File: config.mk
export PLATFORM = sky130hd
export DESIGN_NAME = pidis_mul
export DESIGN_NICKNAME = d
export VERILOG_FILES = /design/src/rtl/pidis_pkg.sv /design/src/rtl/pidis_mul.sv
export SDC_FILE = /design/constraint.sdc
export NUM_CORES = 2
export LEC_CHECK = 0
export ABC_AREA = 1
export BUFFER_PORTS_ARGS = -buffer_cell sky130_fd_sc_hd__buf_2
export CAP_MARGIN = 5
export CORE_ASPECT_RATIO = 0.75
export CORE_MARGIN = 10
export CORE_UTILIZATION = 33
export DETAILED_ROUTE_END_ITERATION = 8
export RECOVER_POWER = 25
export SLEW_MARGIN = 10
export SYNTH_ARGS = -nofsm -noshare
export SYNTH_HDL_FRONTEND = slang
export SYNTH_SLANG_ARGS = --single-unit
File: constraint.sdc
create_clock -name clk_i -period 8.8 [get_ports clk_i]
set_clock_uncertainty 0.2 [all_clocks]
set_input_delay 2.2 -clock clk_i [delete_from_list [all_inputs] [get_ports clk_i]]
set_output_delay 2.2 -clock clk_i [all_outputs]
set_load 0.01 [all_outputs]
File: src/rtl/pidis_pkg.sv
// Shared types, register indexes and 64-bit saturating helpers for the PID block.
// Used by pidis_mul, pidis_div and pid_with_integral_separation; depends on nothing.
package pidis_pkg;

  // Width of the internal saturating arithmetic and of one partial-product half.
  localparam int ACC_W  = 64;
  localparam int HALF_W = 32;

  // Configuration register indexes.
  localparam int CFG_IDX_W = 3;
  localparam logic [CFG_IDX_W-1:0] REG_GAIN_P         = 3'd0;
  localparam logic [CFG_IDX_W-1:0] REG_GAIN_I         = 3'd1;
  localparam logic [CFG_IDX_W-1:0] REG_GAIN_D         = 3'd2;
  localparam logic [CFG_IDX_W-1:0] REG_OUTPUT_UPPER   = 3'd3;
  localparam logic [CFG_IDX_W-1:0] REG_OUTPUT_LOWER   = 3'd4;
  localparam logic [CFG_IDX_W-1:0] REG_INTEGRAL_UPPER = 3'd5;
  localparam logic [CFG_IDX_W-1:0] REG_INTEGRAL_LOWER = 3'd6;
  localparam logic [CFG_IDX_W-1:0] REG_SEP_RANGE      = 3'd7;

  typedef logic signed [ACC_W-1:0] s64_t;
  typedef logic        [ACC_W-1:0] u64_t;

  localparam s64_t S64_MAX = {1'b0, {(ACC_W-1){1'b1}}};
  localparam s64_t S64_MIN = {1'b1, {(ACC_W-1){1'b0}}};

  // Saturate a 65-bit signed value to the 64-bit range.
  function automatic s64_t sat65(input logic signed [ACC_W:0] x);
    s64_t r;
    if (x[ACC_W] != x[ACC_W-1]) begin
      r = x[ACC_W] ? S64_MIN : S64_MAX;
    end else begin
      r = x[ACC_W-1:0];
    end
    return r;
  endfunction

  function automatic s64_t sat_add(input s64_t a, input s64_t b);
    logic signed [ACC_W:0] s;
    s = (ACC_W+1)'(a) + (ACC_W+1)'(b);
    return sat65(s);
  endfunction

  // Crossed limits resolve to the lower limit.
  function automatic s64_t clamp(input s64_t x, input s64_t lo, input s64_t hi);
    s64_t r;
    r = x;
    if (r > hi) r = hi;
    if (r < lo) r = lo;
    return r;
  endfunction

  // Apply a sign to a magnitude; big means the magnitude reached 2^63 or more.
  function automatic s64_t from_mag(input logic neg, input logic big, input u64_t q);
    s64_t r;
    if (big) begin
      r = neg ? S64_MIN : S64_MAX;
    end else begin
      r = s64_t'(q);
      if (neg) r = -r;
    end
    return r;
  endfunction

endpackage

File: src/rtl/pidis_mul.sv
// Iterative fixed-point multiplier: 64x64 magnitude product from four 32x32 partial products,
// floored shift by FRAC_BITS and saturation to 64 bits. Depends on pidis_pkg.
module pidis_mul #(
  parameter int FRAC_BITS = 16
) (
  input  logic                clk_i,
  input  logic                rst_ni,
  input  logic                start_i,
  input  pidis_pkg::s64_t     a_i,
  input  pidis_pkg::s64_t     b_i,
  output logic                done_o,
  output pidis_pkg::s64_t     res_o
);

  localparam int AW = pidis_pkg::ACC_W;
  localparam int HW = pidis_pkg::HALF_W;

  localparam logic [2:0] M_IDLE = 3'd0;
  localparam logic [2:0] M_PROD = 3'd1;
  localparam logic [2:0] M_LAST = 3'd2;
  localparam logic [2:0] M_RND  = 3'd3;
  localparam logic [2:0] M_SGN  = 3'd4;

  logic [2:0]          state_q, state_d;
  logic [1:0]          cnt_q, cnt_d;
  logic                done_q, done_d;

  logic                neg_q;
  pidis_pkg::u64_t     ma_q, mb_q;
  logic [AW-1:0]       pp_q;
  logic [1:0]          ppk_q;
  logic [2*AW-1:0]     acc_q;
  pidis_pkg::u64_t     q_q;
  logic                big_q;
  pidis_pkg::s64_t     res_q;

  logic [HW-1:0]       a_half, b_half;
  logic [2*AW-1:0]     pp_shifted;
  logic [AW:0]         q_round;
  logic                rem_nz, hi_nz;

  assign a_half = cnt_q[0] ? ma_q[AW-1:HW] : ma_q[HW-1:0];
  assign b_half = cnt_q[1] ? mb_q[AW-1:HW] : mb_q[HW-1:0];

  always_comb begin
    unique case (ppk_q)
      2'd1:    pp_shifted = {{HW{1'b0}}, pp_q, {HW{1'b0}}};
      2'd2:    pp_shifted = {pp_q, {AW{1'b0}}};
      default: pp_shifted = {{AW{1'b0}}, pp_q};
    endcase
  end

  assign rem_nz  = |acc_q[FRAC_BITS-1:0];
  assign hi_nz   = |acc_q[2*AW-1:AW+FRAC_BITS];
  assign q_round = {1'b0, acc_q[AW+FRAC_BITS-1:FRAC_BITS]} + (AW+1)'(neg_q && rem_nz);

  always_comb begin
    state_d = state_q;
    cnt_d   = cnt_q;
    done_d  = 1'b0;
    unique case (state_q)
      M_IDLE: begin
        if (start_i) begin
          cnt_d   = 2'd0;
          state_d = M_PROD;
        end
      end
      M_PROD: begin
        cnt_d = cnt_q + 2'd1;
        if (cnt_q == 2'd3) state_d = M_LAST;
      end
      M_LAST: state_d = M_RND;
      M_RND:  state_d = M_SGN;
      M_SGN: begin
        done_d  = 1'b1;
        state_d = M_IDLE;
      end
      default: state_d = M_IDLE;
    endcase
  end

  always_ff @(posedge clk_i or negedge rst_ni) begin
    if (!rst_ni) begin
      state_q <= M_IDLE;
      cnt_q   <= 2'd0;
      done_q  <= 1'b0;
    end else begin
      state_q <= state_d;
      cnt_q   <= cnt_d;
      done_q  <= done_d;
    end
  end

  always_ff @(posedge clk_i) begin
    if (state_q == M_IDLE && start_i) begin
      neg_q <= a_i[AW-1] ^ b_i[AW-1];
      ma_q  <= a_i[AW-1] ? -a_i : a_i;
      mb_q  <= b_i[AW-1] ? -b_i : b_i;
      acc_q <= '0;
    end
    if (state_q == M_PROD) begin
      pp_q  <= a_half * b_half;
      ppk_q <= 2'(cnt_q[0]) + 2'(cnt_q[1]);
      if (cnt_q != 2'd0) acc_q <= acc_q + pp_shifted;
    end
    if (state_q == M_LAST) acc_q <= acc_q + pp_shifted;
    if (state_q == M_RND) begin
      q_q   <= q_round[AW-1:0];
      big_q <= hi_nz | q_round[AW] | q_round[AW-1];
    end
    if (state_q == M_SGN) res_q <= pidis_pkg::from_mag(neg_q, big_q, q_q);
  end

  assign done_o = done_q;
  assign res_o  = res_q;

endmodule

After elaboration in Yosys (flattened, before gate mapping)
Index checks and enable logic that the tools add are counted.

operators by class
  add/subtract/negate cells = 7
  $mul = 1
  equal/unequal tests = 9
  mux-type cells = 18
  bitwise logic cells = 3
  reduce and logical (&&, ||, !) cells = 9

operator list
  operator                                                          number
  128-bit 2-to-1 mux                                                4
  128-bit one-hot mux with 2 select lines                           1
  64-bit 2-to-1 mux                                                 3
  64-bit negation                                                   3
  128-bit adder                                                     1
  63-bit 2-to-1 mux                                                 2
  64-bit by 1-bit adder with 65-bit output                          1
  32-bit by 32-bit multiplier with 64-bit output                    1
  32-bit 2-to-1 mux                                                 2
  48-bit OR reduction                                               1
  16-bit OR reduction                                               1
  3-bit one-hot mux with 4 select lines                             1
  3-bit by 2-bit == test with 1-bit output (second input constant)  2
  3-bit 2-to-1 mux                                                  2
  2-bit == test (second input constant)                             2
  2-bit != test (second input constant)                             2
  2-bit one-hot mux with 2 select lines                             1
  2-bit AND reduction                                               2
  2-bit nonzero test                                                2
  3-bit by 1-bit == test with 1-bit output (second input constant)  1
  3-bit == test (second input constant)                             1
  3-bit logical NOT                                                 1
  1-bit by 1-bit adder with 2-bit output                            1
  2-bit by 1-bit adder with 2-bit output (second input constant)    1
  6 further kinds                                                   8

word-level totals
  register bits = 458
  output and inout port bits = 65
  word-level logic and storage cells = 61

Longest topological paths before layout
  word-level depth = 6
  depth in mapped cells = 36
  gate-level depth less buffers = 34

Worst setup path after synthesis
No wires, ideal clock.

  kind = register -> register
  from = register cnt_q[1]
  to = register pp_q[39], data pin
  setup time = 0.262 ns
  arrival = 7.015 ns
  data required time = 8.338 ns
  path slack = 1.323 ns
  stages on the path, launching flop included = 30
  buffers on the path = 2
  path through = dfrtp_1 inv_2 clkbuf_1 or2_2 o21ai_1 clkbuf_1 nor2_1 fa_1 fa_1 inv_1 fa_1 fa_1 inv_1 fa_1 fa_1 fa_1 inv_1 fa_1 inv_1 ha_1 nand2_1 nor2_1 inv_1 nor2_1 inv_1 nor3_1 nand2_1 nand3_1 a21oi_1 xor2_1

between the ends
  cells in the longest elaborated chain, start to end = 2

ends and longest elaborated chain
  element                                         line              text
  start, declared                                 pidis_mul.sv:25   logic [1:0] cnt_q, cnt_d;
  start signal, assigned                          pidis_mul.sv:89   cnt_q <= cnt_d;
  32-bit 2-to-1 mux                               pidis_mul.sv:43   assign b_half = cnt_q[1] ? mb_q[AW-1:HW] : mb_q[HW-1:0];
  32-bit by 32-bit multiplier with 64-bit output  pidis_mul.sv:102  pp_q <= a_half * b_half;
  end signal, assigned                            pidis_mul.sv:102
  end, declared                                   pidis_mul.sv:30   logic [AW-1:0] pp_q;

Every way passes these cells.
A chain may end at the register's enable or synchronous reset.

Worst setup path after layout
  from = register cnt_q[1]
  to = register pp_q[63], data pin

The elaborated chain is that of the path after synthesis.

==> reports/qor.txt <==
Synth-to-Final Area Change = 10.56%
worst slew margin relative to its limit = -130.9%
# setup viols final = 0
largest net degree at the start of global routing = 84
syn_nets = 11090
CTS HTree Levels = 2
asr flop ratio synth = 1.310%
vias = 64340
library cells used by synthesis = 59
Ports = 196
r2r setup slk = 240 ps
Antenna Nets Post-Route = 0
minimum clock period = 8559 ps
die width = 551.2 um
syn avg cell area = 7.225 um2
failing checks = max-capacitance violations, max-slew violations
max-slew violation count = 302
hold path startpoint = acc_q[8]$_DFF_P_
Num CTS Buffers = 53
CP Class = flop to flop
final non-filler cell total = 12750
status = finished, violations left
sequential element share of the synthesized area = 17.82%
Synth Area in Adders = 32.86%
Die ar. = 0.2306 mm2
drt wl/cell = 22.90 um
clk sinks = 458
DP HPWL = 249300 um
CP dominant cell by count = fa_1
FILL cells = 22450
Post-Synth XOR/XNOR Area = 4.101%
CTS tree = done
Post-synth EDFFs = 324
critical path's largest stage delay = 570 ps
Largest delay share family, worst path = adder cells
most frequent cells after synthesis = nand2_1, inv_1, nor2_1, fa_1, ha_1
crit path capture type = flop
DRC = 0
top-area cell type share of the netlist area = 25.71%
Die Ht = 418.4 um
Hold Path End = acc_q[8]$_DFF_P_
Synth area leaders = fa_1, edfxtp_1, nand2_1, inv_1, nor2_1
NumNets Final = 11320
Util after Layout = 36.63%
Synth Instances = 9667
Startpoint Class = flop
Tightest Pin Transition = 3464 ps
hold-fix buffers at CTS = 0
Seq cells post-synth = 458
placed cell count = 12630
Initial Util = 33.13%
Reg-to-Reg End = pp_q[63]$_DFFE_PP_
Tcrit/Tclk final = 97.27%
drt pass-1 iters = 8
clk slew on worst S/H paths = 60 ps
Compound-Gate Fraction of Synth Area = 6.355%
post-route cell area = 0.07722 mm2
worst-case clock buffer depth = 3
Clock Latency Late Sink = 730 ps
Post-DP Area = 0.07523 mm2
hold depth = 2
Top FF cell, synth = edfxtp_1
Core Area = 0.2108 mm2
simple-gate share of the synthesized area = 25.79%
DRT iter0 DRCs = 6507
worst slack, placed = 61.15 ps
Synthesis Warnings = 0
HP Class = flop to flop
Vias/cell = 5.048
initial antenna violation count = 7
post-synthesis mux area share = 0%
all-layer global routing usage = 24.79%
Max-Cap Viols = 6
worst path buffer plus inverter count = 9
largest family of logic cells by synthesized area = adder cells
slowest cell on the critical path = o21ai_2
endpoints failing hold = 0
first-pass GRT wire length = 426500 um
Buffers on Ports = 195
Reg2Reg Depth = 29
FF-to-FF Start = cnt_q[1]$_DFFE_PN0P_
final WL = 291900 um
critical-path maximum fanout = 29
WP data arrival = 8830 ps
Root Buffer = clkbuf_16
Final WS setup = 240.6 ps
num rows = 146
post-synth top area cell = fa_1
FMAX = 0.1168 GHz
Placer Congestion = 1.019
count leader, synth = nand2_1
CP required = 9070 ps
Congestion Overflow GR = 0
Post-Syn Area = 0.06984 mm2
number of global-route vias before repair = 64690
layout cells sized above 1 = 7.099%
## tightest hold or removal path, cell delays in order (launching register included)
cell     delay [ps]
dfxtp_1         330
nand2_1          70
nand2_1          40
## metal layers
layer  wire length (um)  vias up  track usage, %  part of all wire [%]
met1             129800    31420           34.87                    44
met2             124200     2799           37.77                    43
li1                   -    29690               -                     -
met4               9373        8           6.766                   3.2
met5                 58        -               0                 0.020
met3              28430      420           6.239                   9.7
## logic make-up after synthesis
kind of cell,Yosys count
flip-flops,458
adder cells (fa/ha/maj),1296
AND/OR/NAND/NOR,4366
XOR/XNOR,327
buffers and inverters,2423
AO/OA/AOI/OAI,797
## cells in the final DEF (no fill, tap or decap), types with 22 or more instances in the layout
cell / n
a21o_1: 28
a21oi_1: 267
buf_2: 192
buf_4: 198
clkbuf_16: 53
clkinv_1: 22
dfxtp_1: 128
edfxtp_1: 324
fa_1: 897
ha_1: 396
inv_1: 2138
nand2_1: 2307
nand3_1: 258
nand3b_1: 31
nand4_1: 105
nor2_1: 1362
nor3_1: 100
nor4_1: 60
o21ai_0: 260
o21ai_2: 47
o21bai_1: 46
o22ai_1: 68
or2_2: 71
xnor2_1: 66
xor2_1: 260
## timing repair
item / 4_1_cts / 5_1_grt
setup endpoints to repair: 0 / 29
buffers inserted: 0 / 13
gates resized for setup: 0 / 34
## flip-flops by register name, indices dropped and copies added (netlist names)
| name | flops |
|---|---|
| acc_q | 128 |
| big_q | 1 |
| cnt_q | 2 |
| done_o | 1 |
| ma_q | 64 |
| mb_q | 64 |
| neg_q | 1 |
| pp_q | 64 |
| ppk_q | 2 |
| q_q | 64 |
| res_o | 64 |
| state_q | 3 |
## worst max path at each step
stage / slack (ps) / cells past startpoint / endpoint / start
2_1_floorplan: 1320 / 29 / pp_q[39]$_DFFE_PP_ / cnt_q[1]$_DFFE_PN0P_
3_3_place_gp: 70 / 26 / pp_q[62]$_DFFE_PP_ / cnt_q[1]$_DFFE_PN0P_
3_5_place_dp: 60 / 30 / pp_q[63]$_DFFE_PP_ / cnt_q[0]$_DFFE_PN0P_
4_1_cts: 110 / 30 / pp_q[63]$_DFFE_PP_ / cnt_q[0]$_DFFE_PN0P_
5_1_grt: -10 / 29 / pp_q[63]$_DFFE_PP_ / cnt_q[1]$_DFFE_PN0P_
6_report: 240 / 29 / pp_q[63]$_DFFE_PP_ / cnt_q[1]$_DFFE_PN0P_
## per-stage QoR
step	hold slack (ps)	setup TNS (ps)
after floorplan	248.5	0
after global placement	266.0	0
after detailed placement	265.1	0
after CTS	279.0	0
after global routing	293.9	-23.24
final	281.0	0
## layout make-up
cell class                 instances  area [um2]  share of cell area (%)
antenna                            2       5.005                0.006481
clock inverter                    40       452.9                  0.5866
timing repair buffer             414        2749                   3.560
multi-input combinational       6786       48500                   62.81
tap                             2812        3518                   4.556
inverter                        2175        8204                   10.62
clock buffer                      58        1345                   1.742
sequential                       458       12440                   16.12
Power is left out: the tool's default activity adds up to more than one toggle a clock period on the data nets, which glitch-free logic cannot reach.
