## src/rtl/pidis_pkg.sv

```systemverilog
// Shared types, register indexes and 64-bit saturating helpers for the PID block.
// Used by pidis_mul, pidis_div and pid_with_integral_separation; depends on nothing.
package pidis_pkg;

  // Width of the internal saturating arithmetic and of one partial-product half.
  localparam int ACC_W  = 64;
  localparam int HALF_W = 32;

  // Configuration register indexes.
  localparam int CFG_IDX_W = 3;
  localparam logic [CFG_IDX_W-1:0] REG_GAIN_P         = 3'd0;
  localparam logic [CFG_IDX_W-1:0] REG_GAIN_I         = 3'd1;
  localparam logic [CFG_IDX_W-1:0] REG_GAIN_D         = 3'd2;
  localparam logic [CFG_IDX_W-1:0] REG_OUTPUT_UPPER   = 3'd3;
  localparam logic [CFG_IDX_W-1:0] REG_OUTPUT_LOWER   = 3'd4;
  localparam logic [CFG_IDX_W-1:0] REG_INTEGRAL_UPPER = 3'd5;
  localparam logic [CFG_IDX_W-1:0] REG_INTEGRAL_LOWER = 3'd6;
  localparam logic [CFG_IDX_W-1:0] REG_SEP_RANGE      = 3'd7;

  typedef logic signed [ACC_W-1:0] s64_t;
  typedef logic        [ACC_W-1:0] u64_t;

  localparam s64_t S64_MAX = {1'b0, {(ACC_W-1){1'b1}}};
  localparam s64_t S64_MIN = {1'b1, {(ACC_W-1){1'b0}}};

  // Saturate a 65-bit signed value to the 64-bit range.
  function automatic s64_t sat65(input logic signed [ACC_W:0] x);
    s64_t r;
    if (x[ACC_W] != x[ACC_W-1]) begin
      r = x[ACC_W] ? S64_MIN : S64_MAX;
    end else begin
      r = x[ACC_W-1:0];
    end
    return r;
  endfunction

  function automatic s64_t sat_add(input s64_t a, input s64_t b);
    logic signed [ACC_W:0] s;
    s = (ACC_W+1)'(a) + (ACC_W+1)'(b);
    return sat65(s);
  endfunction

  // Crossed limits resolve to the lower limit.
  function automatic s64_t clamp(input s64_t x, input s64_t lo, input s64_t hi);
    s64_t r;
    r = x;
    if (r > hi) r = hi;
    if (r < lo) r = lo;
    return r;
  endfunction

  // Apply a sign to a magnitude; big means the magnitude reached 2^63 or more.
  function automatic s64_t from_mag(input logic neg, input logic big, input u64_t q);
    s64_t r;
    if (big) begin
      r = neg ? S64_MIN : S64_MAX;
    end else begin
      r = s64_t'(q);
      if (neg) r = -r;
    end
    return r;
  endfunction

endpackage

```

## src/rtl/pidis_div.sv

```systemverilog
// Restoring divider for the derivative quotient (d << FRAC_BITS) / t, one quotient bit per
// cycle, truncated toward zero and saturated to 64 bits. Depends on pidis_pkg.
module pidis_div #(
  parameter int DATA_WIDTH = 32,
  parameter int FRAC_BITS  = 16
) (
  input  logic                  clk_i,
  input  logic                  rst_ni,
  input  logic                  start_i,
  input  pidis_pkg::s64_t       d_i,
  input  logic [DATA_WIDTH-2:0] t_i,
  output logic                  done_o,
  output pidis_pkg::s64_t       res_o
);

  localparam int AW    = pidis_pkg::ACC_W;
  // The difference has at most DATA_WIDTH+1 bits, so the shifted numerator fits in NUM_W.
  localparam int NUM_W = (DATA_WIDTH + 1 + FRAC_BITS > AW) ? AW : DATA_WIDTH + 1 + FRAC_BITS;
  localparam int CNT_W = $clog2(NUM_W + 1);

  localparam logic [1:0] D_IDLE = 2'd0;
  localparam logic [1:0] D_RUN  = 2'd1;
  localparam logic [1:0] D_SGN  = 2'd2;

  logic [1:0]            state_q, state_d;
  logic [CNT_W-1:0]      cnt_q, cnt_d;
  logic                  done_q, done_d;

  logic                  neg_q, ovf_q;
  logic [NUM_W-1:0]      num_q, quo_q;
  logic [DATA_WIDTH-2:0] den_q, rem_q;
  pidis_pkg::s64_t       res_q;

  pidis_pkg::u64_t       ud, num_full;
  logic [DATA_WIDTH-1:0] rem_sh;
  logic                  ge;

  assign ud       = d_i[AW-1] ? -d_i : d_i;
  assign num_full = ud << FRAC_BITS;
  assign rem_sh   = {rem_q, num_q[NUM_W-1]};
  assign ge       = rem_sh >= {1'b0, den_q};

  always_comb begin
    state_d = state_q;
    cnt_d   = cnt_q;
    done_d  = 1'b0;
    unique case (state_q)
      D_IDLE: begin
        if (start_i) begin
          cnt_d   = CNT_W'(NUM_W);
          state_d = D_RUN;
        end
      end
      D_RUN: begin
        cnt_d = cnt_q - CNT_W'(1);
        if (cnt_q == CNT_W'(1)) state_d = D_SGN;
      end
      D_SGN: begin
        done_d  = 1'b1;
        state_d = D_IDLE;
      end
      default: state_d = D_IDLE;
    endcase
  end

  always_ff @(posedge clk_i or negedge rst_ni) begin
    if (!rst_ni) begin
      state_q <= D_IDLE;
      cnt_q   <= '0;
      done_q  <= 1'b0;
    end else begin
      state_q <= state_d;
      cnt_q   <= cnt_d;
      done_q  <= done_d;
    end
  end

  always_ff @(posedge clk_i) begin
    if (state_q == D_IDLE && start_i) begin
      neg_q <= d_i[AW-1];
      ovf_q <= |ud[AW-1 -: FRAC_BITS];
      num_q <= num_full[NUM_W-1:0];
      den_q <= t_i;
      rem_q <= '0;
      quo_q <= '0;
    end
    if (state_q == D_RUN) begin
      rem_q <= ge ? (DATA_WIDTH-1)'(rem_sh - {1'b0, den_q}) : rem_sh[DATA_WIDTH-2:0];
      quo_q <= {quo_q[NUM_W-2:0], ge};
      num_q <= num_q << 1;
    end
    if (state_q == D_SGN) begin
      res_q <= pidis_pkg::from_mag(neg_q, ovf_q | AW'(quo_q) >= {1'b1, {(AW-1){1'b0}}},
                                   AW'(quo_q));
    end
  end

  assign done_o = done_q;
  assign res_o  = res_q;

endmodule

```

## config.mk

```make
export PLATFORM = sky130hd
export DESIGN_NAME = pidis_div
export DESIGN_NICKNAME = d
export VERILOG_FILES = /design/src/rtl/pidis_pkg.sv /design/src/rtl/pidis_div.sv
export SDC_FILE = /design/constraint.sdc
export NUM_CORES = 1
export LEC_CHECK = 0
export BUFFER_PORTS_ARGS = -buffer_cell sky130_fd_sc_hd__clkbuf_2
export CELL_PAD_IN_SITES_DETAIL_PLACEMENT = 1
export CELL_PAD_IN_SITES_GLOBAL_PLACEMENT = 2
export CORE_MARGIN = 10
export CORE_UTILIZATION = 38
export DETAILED_ROUTE_END_ITERATION = 7
export GPL_TIMING_DRIVEN = 0
export PLACE_DENSITY = 0.78
export SLEW_MARGIN = 0
export SYNTH_ARGS = -nofsm -noshare
export SYNTH_HDL_FRONTEND = slang
export SYNTH_SLANG_ARGS = --single-unit
```

## constraint.sdc

```tcl
create_clock -name clk_i -period 4.2 [get_ports clk_i]
set_input_delay 0.42 -clock clk_i [delete_from_list [all_inputs] [get_ports clk_i]]
set_output_delay 0.42 -clock clk_i [all_outputs]
set_load 0.02 [all_outputs]
```

# Yosys cells after proc, flatten, opt, wreduce, memory -nomap -nowiden

Index checks and enable logic that the tools add are counted.

Bits of input ports: 98
Register bits: 219

Equality and inequality tests: 5
$add $sub $neg: 4
Muxes and demuxes: 17
Reductions and logical operators: 7
$lt $le $gt $ge: 1

Operator list:

| kind                  | count |
|---|---|
| $mux W64              | 4 |
| $mux W49              | 4 |
| $mux W31              | 3 |
| $neg A49 Y64          | 1 |
| $neg A64 Y64          | 1 |
| $ge A32 B31 Y1        | 1 |
| $sub A31 B31 Y31      | 1 |
| $reduce_or A16 Y1     | 1 |
| $pmux W6 S2           | 1 |
| $eq A6 B1 Y1 const B  | 1 |
| $mux W6               | 1 |
| $sub A6 B1 Y6 const B | 1 |
| $mux W2               | 2 |
| $ne A2 B2 Y1 const B  | 2 |
| $pmux W2 S2           | 1 |
| $reduce_and A2 Y1     | 2 |
| $reduce_bool A2 Y1    | 2 |
| $eq A2 B1 Y1 const B  | 1 |
| $eq A2 B2 Y1 const B  | 1 |
| $logic_not A2 Y1      | 1 |
| $logic_and A1 B1 Y1   | 1 |
| $mux W1               | 1 |

# Depth between registers and ports, before layout

Gate-level depths: netlist of run 1.

Word-level depth: 4
Depth in mapped cells: 13
Mapped depth without buffers: 11

# Worst setup path after synthesis of run 1

No wires, ideal clock.

Path kind: register to register
Start: register state_q[0]
End: register res_q[0] (netlist: res_o[0]) (enable)
Arrival time: 3.275 ns
Slack: 0.430 ns
Buffers on the path: 0
Required time: 3.705 ns
Setup time: 0.495 ns
Stages on the path, launching flop included: 2
Cell sequence: dfrtp_1 nor2b_1

Longest elaborated chain between the ends: 1

RTL lines:

| what                   | line            | text |
|---|---|---|
| from (decl)            | pidis_div.sv:25 | `logic [1:0] state_q, state_d;` |
| from (signal assigned) | pidis_div.sv:72 | `state_q <= state_d;` |
| $eq A2 B2 Y1           | pidis_div.sv:92 | `if (state_q == D_SGN) begin` |
| to (signal assigned)   | pidis_div.sv:93 | `res_q <= pidis_pkg::from_mag(neg_q, ovf_q \| AW'(quo_q) >= {1'b1, {(AW-1){1'b0}}},` |
| to (decl)              | pidis_div.sv:32 | `pidis_pkg::s64_t res_q;` |

No other way between the ends.
A chain may end at the register's enable or synchronous reset.

# Final worst setup path of run 1

Start: register num_q[48]
End: register rem_q[1] (data pin)

Longest elaborated chain between the ends: 3
Elaborated cells on any way between the ends: 4
Classes of those cells: add/sub: 1; order compare: 1; mux: 2

RTL lines:

| what                                                      | line                             | text |
|---|---|---|
| from (decl)                                               | pidis_div.sv:30                  | `logic [NUM_W-1:0] num_q, quo_q;` |
| from (signal assigned)                                    | pidis_div.sv:82                  | `num_q <= num_full[NUM_W-1:0];` |
| from (signal assigned)                                    | pidis_div.sv:90                  | `num_q <= num_q << 1;` |
| $sub A31 B31 Y31 / $ge A32 B31 Y1 (equally long branches) | pidis_div.sv:88, pidis_div.sv:41 |  |
| $mux W31 (*)                                              | pidis_div.sv:88                  | `rem_q <= ge ? (DATA_WIDTH-1)'(rem_sh - {1'b0, den_q}) : rem_sh[DATA_WIDTH-2:0];` |
| $mux W31 (*)                                              | pidis_div.sv:87                  | `if (state_q == D_RUN) begin` |
| to (signal assigned)                                      | pidis_div.sv:88                  |  |
| to (decl)                                                 | pidis_div.sv:31                  | `logic [DATA_WIDTH-2:0] den_q, rem_q;` |

Mark *: on every way between the ends. The rest lies on a longest branch, timed or not.

==> results of run 1 <==
## metal layers
layer	share of wire, %	vias to the layer above	global-route usage (%)
met5	0.022	-	0
met4	1.9	2	4.084
met3	5.3	46	3.582
met2	47	231	29.86
met1	46	4796	23.01
li1	-	4820	-
## layout make-up
type / count / area [µm²]
Clock inverter: 16 / 111.4
Tap cell: 442 / 553.0
Sequential cell: 219 / 6531
Timing Repair Buffer: 166 / 895.9
Antenna cell: 2 / 5.005
Multi-Input combinational cell: 879 / 5517
Fill cell: 3712 / 17710
Buffer: 51 / 193.9
Inverter: 48 / 180.2
Clock buffer: 31 / 669.4
## cells in the final DEF (no fill, tap or decap), types with 10 or more instances in the layout
cell type	instances
a21o_1	23
a21oi_1	79
a31oi_1	11
and2_1	48
buf_1	10
clkbuf_1	44
clkbuf_16	26
clkbuf_2	162
clkinv_2	10
edfxtp_1	210
ha_1	35
inv_1	47
nand2_1	105
nand3_1	36
nor2_1	120
nor2b_1	11
nor3_1	29
nor4_1	15
o21a_1	13
o21ai_0	74
o22ai_1	11
o31ai_1	19
or3_1	17
or4_1	12
xnor2_1	14
xor2_1	65
## metrics by stage
stage               setup WS [ns]  cells  area [µm²]  TNS [ns]
floorplan                  0.4303   1197       12410         0
global placement           -1.421   1801       13770   -203.20
detailed placement         0.4842   1804       13860         0
CTS                        0.4452   1852       14650         0
global route              0.01430   1852       14650         0
finish                     0.4333   1854       14660         0
## power breakdown
| part | internal (W) | leakage [nW] | switching, W |
|---|---|---|---|
| logic | 0.00133 | 3.24 | 0.00234 |
| registers | 0.00340 | 2.21 | 0.000454 |
| clock network | 0.00119 | 0.393 | 0.000900 |
| total | 0.00593 | 5.85 | 0.00369 |
## timing repair
item | 4_1_cts | 5_1_grt
hold endpoints to repair | 9 | 0
hold buffers | 1 | 0
resized for setup | 0 | 0
## state kept, by name, indices dropped and copies added (netlist names)
register / cells
res_o: 64
quo_q: 49
num_q: 33
den_q: 31
rem_q: 31
cnt_q: 6
state_q: 2
done_o: 1
neg_q: 1
ovf_q: 1
## path summary, 6_finish.rpt
kind	start	end	slack, ns
max	num_q[48]	rem_q[1]	0.43
min	t_i[21]	den_q[21]	0.05
max reg2reg	num_q[48]	rem_q[1]	0.43
min reg2reg	cnt_q[5]	cnt_q[5]	0.48
max in group asynchronous	rst_ni	cnt_q[0]	3.70
min in group asynchronous	rst_ni	cnt_q[5]	0.27
## cells by family after synthesis
group / count (synthesis)
muxes: 8
and+or+nand+nor: 454
adders and majority gates: 36
AOI/OAI and AO/OA: 302
xor gates and xnor gates: 79
DFF: 219
buffers and inverters: 99
## worst register-to-register path, cell delays in order (launching register included)
cell	delay, ns
edfxtp_1	0.35
inv_1	0.05
ha_1	0.22
fa_1	0.40
nor2b_1	0.18
o31ai_1	0.16
a211o_1	0.33
a21oi_1	0.36
o2111ai_1	0.23
a21oi_1	0.43
clkbuf_1	0.50
nor2_1	0.08
a211oi_1	0.28
==> impl_metrics.csv, run 1 <==
group,metric,value,unit
route,drc_errors,0,
clock_tree,clk-insertion-delay-late,0.55,ns
clock_tree,max-clock-path-buffers,3,
yosys,yosys.area.top_type,"edfxtp_1",
yosys,synth_top_family_by_area,"simple AND/OR/NAND/NOR gates",
yosys,syn_area_per_cell,10.36,µm²
global_route,track_usage,17.74,%
yosys,yosysWarnings,0,
worst_setup_path,slowest_stage,"clkbuf_1",
route,drtAntennaViolNets,0,
placement,gp_congestion,0.8862,
worst_setup_path,ff2ff_path_depth,12,
route,drtIter0Drc,532,
route,routed-via-count,9895,
clock_tree,post-cts-setup-buffers,0,
timing,setup_viol,0,
floorplan,die_area,0.04028,mm²
yosys,ys_types,73,
clock_tree,cts.htree.levels,1,
floorplan,pin_count,163,
pwr,power_density,656.6,mW/mm²
hold_path,hold_class,"in2reg",
yosys,yosys.area.top_type_share,50.83,%
yosys,synth-edff-count,210,
cells_and_area,area_growth,18.13,%
hold_path,min_path_cells,1,
timing,min_period,3.767,ns
clock_tree,cts_sinks,219,
worst_setup_path,arrival,4.09,ns
worst_setup_path,critPathMaxFanout,10,
pwr,leakagePower,5.852,nW
yosys,synthXorXnorAreaFrac,5.577,%
timing,maxSlewHeadroom,37.22,%
clock_tree,cts.clk_slew.worst_paths,0.06,ns
placement,hpwl,27.20,mm
timing,slew_viol_final,0,
worst_setup_path,crit_family,"compound AO/OA/AOI/OAI gates",
timing,period_share,89.68,%
worst_setup_path,worst-path-buf-inv,2,
placement,port_buffers,162,
worst_setup_path,critPathMaxStageDelay,0.50,ns
yosys,synth_area_leaders,"edfxtp_1 51%, xor2_1 4.6%, nor2_1 3.6%",
worst_setup_path,endpoint_kind,"flop",
clock_tree,root_buffer,"clkbuf_16",
clock_tree,cts_made_buffers,26,
yosys,synth_simple_gate_area_share,18.60,%
timing,max_slew.worst_pin.slew,0.9345,ns
worst_setup_path,path_cells,"inv_1 > ha_1 > fa_1 > nor2b_1 > o31ai_1 > a211o_1 > a21oi_1 > o2111ai_1 > a21oi_1 > clkbuf_1 > nor2_1 > a211oi_1",
yosys,synth_compound_area_share,15.81,%
cells_and_area,nNetsFinal,1525,
floorplan,core,0.03237,mm²
timing,fin_hold_ws,0.04616,ns
pwr,power,0.009624,W
timing,finalHoldViolCount,0,
worst_setup_path,worst-path-stages,12,
yosys,syn_area,0.01241,mm²
global_route,grt_start_max_net_pins,47,
global_route,grt_overflow_total,0,
yosys,syn_nets,1331,
yosys,synth_seq_cells,219,
yosys,synthAdderAreaFrac,3.691,%
flow_run,maxCapViolCount,0,
yosys,muxShareOfSynthArea,0.6656,%
cells_and_area,utilization,45.28,%
worst_setup_path,path_class,"reg2reg",
pwr,irDropWorstVdd,334.4,µV
yosys,synthArstFlopShare,4.110,%
global_route,antenna_found_initial,3,
outcome,status,"finished, final reports clean",
yosys,ys_top_cells_by_count,"210 x edfxtp_1, 120 x nor2_1, 106 x nand2_1",
floorplan,die_w,200.7,µm
worst_setup_path,crit_required,4.52,ns
yosys,synthFlopType,"edfxtp_1",
route,routedWlPerCell,19.56,µm
floorplan,num_rows,66,
cells_and_area,drive_gt1_share,17.45,%
yosys,yosysMostFrequentCell,"edfxtp_1",
global_route,grt_pass1_wl,58.76,mm
floorplan,die_h,200.7,µm
timing,rsz0062_at_grt,"no",
floorplan,floorplan.initialDensity,38.33,%
global_route,grt_pass1_vias,10540,
clock_tree,cts_tree,"done",
route,firstDrtPassIters,5,
yosys,syn_inst,1197,
route,drt_wl_total,36.27,mm
worst_setup_path,startpoint_type,"flop",
worst_setup_path,crit_top_cell,"a21oi_1",
yosys,yosysSeqAreaShare,52.64,%
route,viasPerCell,5.337,
timing,max_freq,0.2655,GHz
timing,skew,0.03648,ns
(Power assumes the default switching activity.)
==> run 2: changes to the inputs <==
- CORE_UTILIZATION: 38 -> 35
- PLACE_DENSITY: 0.78 -> 0.73
==> impl_metrics.csv, run 2 (same netlist as run 1, synthesis figures left out) <==
group,metric,value,unit
outcome,status,"finished, final reports clean",
cells_and_area,utilization,42.29,%
route,drtIter0Drc,418,
placement,gp_congestion,0.8720,
cells_and_area,largest_register_ffs,64,
route,drc_errors,0,
timing,skew,0.01310,ns
floorplan,die_area,0.04338,mm²
worst_setup_path,crit_top_cell,"a21oi_1",
global_route,grt_start_max_net_pins,48,
worst_setup_path,crit_family,"compound AO/OA/AOI/OAI gates",
worst_setup_path,crit_required,4.54,ns
clock_tree,root_buffer,"clkbuf_16",
clock_tree,cts_resized,0,
route,drtAntennaViolNets,0,
worst_setup_path,startpoint_type,"flop",
route,drt_wl_total,36.22,mm
cells_and_area,final_cell_mix,"210 x edfxtp_1, 162 x clkbuf_2, 120 x nor2_1",
worst_setup_path,path_cells,"inv_1 > ha_1 > fa_1 > nor2b_1 > o31ai_1 > a211o_1 > a21oi_1 > o2111ai_1 > a21oi_1 > clkbuf_1 > nor2_1 > a211oi_1",
worst_setup_path,slowest_stage,"clkbuf_1",
pwr,irDropWorstVdd,311.3,µV
route,firstDrtPassIters,5,
clock_tree,cts_tree,"done",
floorplan,floorplan.initialDensity,35.65,%
route,routed-via-count,9786,
timing,max_freq,0.2648,GHz
worst_setup_path,arrival,4.12,ns
clock_tree,hold_buffers,1,
timing,period_share,89.91,%
clock_tree,cts.htree.levels,1,
cells_and_area,drive_gt1_share,17.22,%
worst_setup_path,critPathMaxFanout,10,
flow_run,maxCapViolCount,0,
timing,rsz0062_at_grt,"no",
worst_setup_path,path_class,"reg2reg",
timing,maxSlewHeadroom,37.31,%
cells_and_area,nNetsFinal,1525,
global_route,antenna_found_initial,2,
worst_setup_path,worst-path-buf-inv,2,
cells_and_area,area_growth,18.62,%
worst_setup_path,critPathMaxStageDelay,0.49,ns
global_route,track_usage,16.18,%
pwr,power_density,662.1,mW/mm²
pwr,power,0.009744,W
clock_tree,cts_sinks,219,
route,viasPerCell,5.239,
timing,fin_setup_tns,0,ns
cells_and_area,final_common_cell,"edfxtp_1",
timing,finalHoldViolCount,0,
global_route,grt_overflow_total,0,
floorplan,num_rows,68,
worst_setup_path,endpoint_kind,"flop",
clock_tree,cts.clk_slew.worst_paths,0.06,ns
clock_tree,max-clock-path-buffers,3,
placement,hpwl,27.08,mm
timing,min_period,3.776,ns
clock_tree,post-cts-setup-buffers,0,
pwr,leakagePower,5.860,nW
global_route,grt_pass1_vias,10300,
clock_tree,cts_made_buffers,26,
hold_path,hold_class,"in2reg",
cells_and_area,fillers,3952,
timing,setup_viol,0,
route,routedWlPerCell,19.39,µm
global_route,grt_pass1_wl,57.99,mm
clock_tree,clk-insertion-delay-late,0.54,ns
floorplan,die_h,208.3,µm
timing,slew_viol_final,0,
timing,max_slew.worst_pin.slew,0.9332,ns
floorplan,pin_count,163,
placement,port_buffers,162,
floorplan,core,0.03480,mm²
floorplan,die_w,208.3,µm
==> run 2: cell count changes in the layout (fill, tap and decap cells not counted), sizes merged <==
cell      change
inv           +1
clkinv        -3
clkinvlp      +1
bufinv        +1
clkbuf        +1
==> run 2: metrics by stage <==
step / hold WS, ns / instances / area (µm²) / setup WS [ns]
floorplan: 0.1244 / 1197 / 12410 / 0.4303
global placement: 0.2925 / 1814 / 13790 / -1.532
detailed placement: 0.2957 / 1817 / 13880 / 0.4203
CTS: 0.03117 / 1866 / 14710 / 0.4219
global route: 0.02951 / 1866 / 14710 / 0.03037
finish: 0.05488 / 1868 / 14720 / 0.4239
==> run 2: worst paths after layout <==
path / startpoint / endpoint / slack [ns] / cells after the start
min: t_i[18] / den_q[18] / 0.05 / 1
min in group asynchronous: rst_ni / state_q[0] / 0.35 / 2
max: num_q[48] / rem_q[1] / 0.42 / 12
min reg2reg: cnt_q[5] / cnt_q[5] / 0.49 / 1
max reg2reg: num_q[48] / rem_q[1] / 0.42 / 12
max in group asynchronous: rst_ni / cnt_q[0] / 3.65 / 2
==> run 2: per-layer routing <==
layer  up-vias  share of wire, %  GRT usage, %
met2       192                47         26.75
met4         0               1.6         3.462
met5         -                 0             0
met1      4735                47         21.46
li1       4818                 -             -
met3        41               4.9         3.160
==> run 2: final cells by class <==
class	count	area, µm²	area share [%]
diodes	2	5.005	0.03401
plain buffers	51	193.9	1.318
clock buffers	32	694.4	4.719
clock inverters	16	130.1	0.8842
inverters	48	180.2	1.224
multi-input cells	879	5517	37.49
flip-flops and latches	219	6531	44.38
well taps	455	569.3	3.868
repair buffers	166	895.9	6.087
==> run 2: report_power, final <==
group	internal [W]	switching, W
Sequential	0.00340	0.000453
Combinational	0.00133	0.00235
Clock	0.00129	0.000916
==> run 3: changes to the inputs <==
- CORE_UTILIZATION: 35 -> 34
- PLACE_DENSITY: 0.73 -> 0.74
- REMOVE_ABC_BUFFERS: unset -> 1
- clock period: 4.2 -> 3.4 ns (I/O delays scaled with it)
==> impl_metrics.csv, run 3 (same netlist as run 1, synthesis figures left out) <==
group,metric,value,unit
worst_setup_path,crit_top_cell,"a21o_1",
route,routed-via-count,9951,
floorplan,die_w,211.0,µm
route,drtIter0Drc,499,
clock_tree,cts.htree.levels,1,
pwr,leakagePower,6.075,nW
floorplan,pin_count,163,
worst_setup_path,endpoint_kind,"flop",
cells_and_area,nNetsFinal,1519,
timing,min_period,3.308,ns
worst_setup_path,crit_required,3.68,ns
cells_and_area,fillers,3949,
worst_setup_path,slowest_stage,"or4_1",
cells_and_area,diodes,0,
worst_setup_path,startpoint_type,"flop",
outcome,status,"finished, final reports clean",
worst_setup_path,crit_family,"compound AO/OA/AOI/OAI gates",
worst_setup_path,path_class,"reg2reg",
global_route,grt_start_max_net_pins,51,
cells_and_area,largest_register_ffs,64,
placement,port_buffers,162,
clock_tree,root_buffer,"clkbuf_16",
cells_and_area,final_cell_mix,"210 x edfxtp_1, 162 x clkbuf_2, 119 x nor2_1",
global_route,grt_overflow_total,0,
timing,fin_ws,0.09217,ns
floorplan,die_area,0.04453,mm²
route,viasPerCell,5.339,
route,drc_errors,0,
worst_setup_path,critPathMaxFanout,7,
global_route,grt_pass1_wl,56.67,mm
pwr,power,0.01239,W
timing,finalHoldViolCount,0,
floorplan,core,0.03583,mm²
clock_tree,clk-insertion-delay-late,0.54,ns
cells_and_area,final_common_cell,"edfxtp_1",
cells_and_area,drive_gt1_share,20.10,%
worst_setup_path,path_cells,"ha_1 > a21o_1 > a21o_1 > or4_1 > o31ai_2 > o21ai_1 > a221oi_1 > xor2_1 > o2bb2ai_1",
placement,gp_congestion,0.8484,
worst_setup_path,worst-path-buf-inv,0,
timing,skew,0.02038,ns
timing,maxSlewHeadroom,26.57,%
cells_and_area,multi_input_area,0.005694,mm²
global_route,track_usage,15.49,%
timing,setup_viol,0,
floorplan,num_rows,69,
timing,max_slew.worst_pin.slew,1.098,ns
cells_and_area,register_area,0.006531,mm²
worst_setup_path,arrival,3.59,ns
route,firstDrtPassIters,7,
pwr,power_density,814.5,mW/mm²
pwr,irDropWorstVdd,302.0,µV
clock_tree,cts_sinks,219,
timing,period_share,97.29,%
route,drtAntennaViolNets,0,
cells_and_area,area_growth,22.63,%
clock_tree,cts_tree,"done",
global_route,grt_pass1_vias,10390,
placement,place_ws,-0.8591,ns
clock_tree,max-clock-path-buffers,3,
timing,max_freq,0.3023,GHz
timing,slew_viol_final,0,
route,drt_wl_total,34.96,mm
global_route,antenna_found_initial,3,
clock_tree,cts_made_buffers,26,
floorplan,floorplan.initialDensity,34.63,%
floorplan,die_h,211.0,µm
worst_setup_path,critPathMaxStageDelay,0.55,ns
timing,fin_setup_tns,0,ns
clock_tree,cts.clk_slew.worst_paths,0.06,ns
flow_run,maxCapViolCount,0,
placement,hpwl,24.45,mm
route,routedWlPerCell,18.76,µm
hold_path,hold_class,"in2reg",
==> run 3: changes by cell type in the layout (fill, tap and decap cells not counted), moves of 3 or more <==
cell,previous run,this run
buf_8,0,3
a21oi_1,79,75
buf_12,1,5
dlygate4sd3_1,1,29
clkinv_1,8,5
clkbuf_1,44,5
buf_4,0,5
buf_1,10,0
==> run 3: cell type report <==
class / instances / share of cell area, %
Clock inverter: 15 / 1.036
Inverter: 48 / 1.184
Clock buffer: 31 / 4.400
Multi-Input combinational cell: 881 / 37.43
Timing Repair Buffer: 209 / 9.235
Sequential cell: 219 / 42.93
Tap cell: 461 / 3.791
==> run 3: repair_timing <==
item / in CTS / in global routing
resized for setup: 14 / 15
setup endpoints to repair: 32 / 52
cloned: 2 / 0
buffers inserted: 5 / 1
endpoints found under the hold margin: 37 / 0
pin swaps: 5 / 4
hold buffers: 29 / 0
==> run 3: metrics by stage <==
| stage | hold WS, ns | cells | utilization [%] | area, µm² |
|---|---|---|---|---|
| final | 0.03594 | 1864 | 42.47 | 15210 |
| after global routing | 0.01249 | 1864 | 42.47 | 15210 |
| after CTS | 0.008068 | 1863 | 42.22 | 15130 |
| after detailed placement | 0.2175 | 1781 | 38.75 | 13880 |
| after global placement | 0.2136 | 1769 | 37.96 | 13600 |
| after floorplan | 0.04441 | 1146 | - | 12210 |
==> run 3: path summary, 6_finish.rpt <==
path                           start          to  slack [ns]  cells after the start
min in group asynchronous     rst_ni    cnt_q[2]        0.26                      2
max                        rem_q[13]   rem_q[29]        0.09                      9
min                           t_i[3]    den_q[3]        0.04                      1
max in group asynchronous     rst_ni  state_q[1]        2.93                      2
min reg2reg                 cnt_q[5]    cnt_q[5]        0.49                      1
max reg2reg                rem_q[13]   rem_q[29]        0.09                      9
==> run 3: power breakdown <==
group	internal (W)	switching, W
Sequential	0.00420	0.000586
Clock	0.00162	0.00111
Combinational	0.00188	0.00299
Total	0.00771	0.00468
==> run 3: metal layers <==
metal	GRT usage, %	wire, µm	vias to the layer above	share of wire, %
met5	0	34	-	0.097
met4	3.097	505	6	1.4
met3	3.887	2266	43	6.5
met2	25.00	15850	208	45
met1	20.63	16300	4873	47
li1	-	-	4821	-
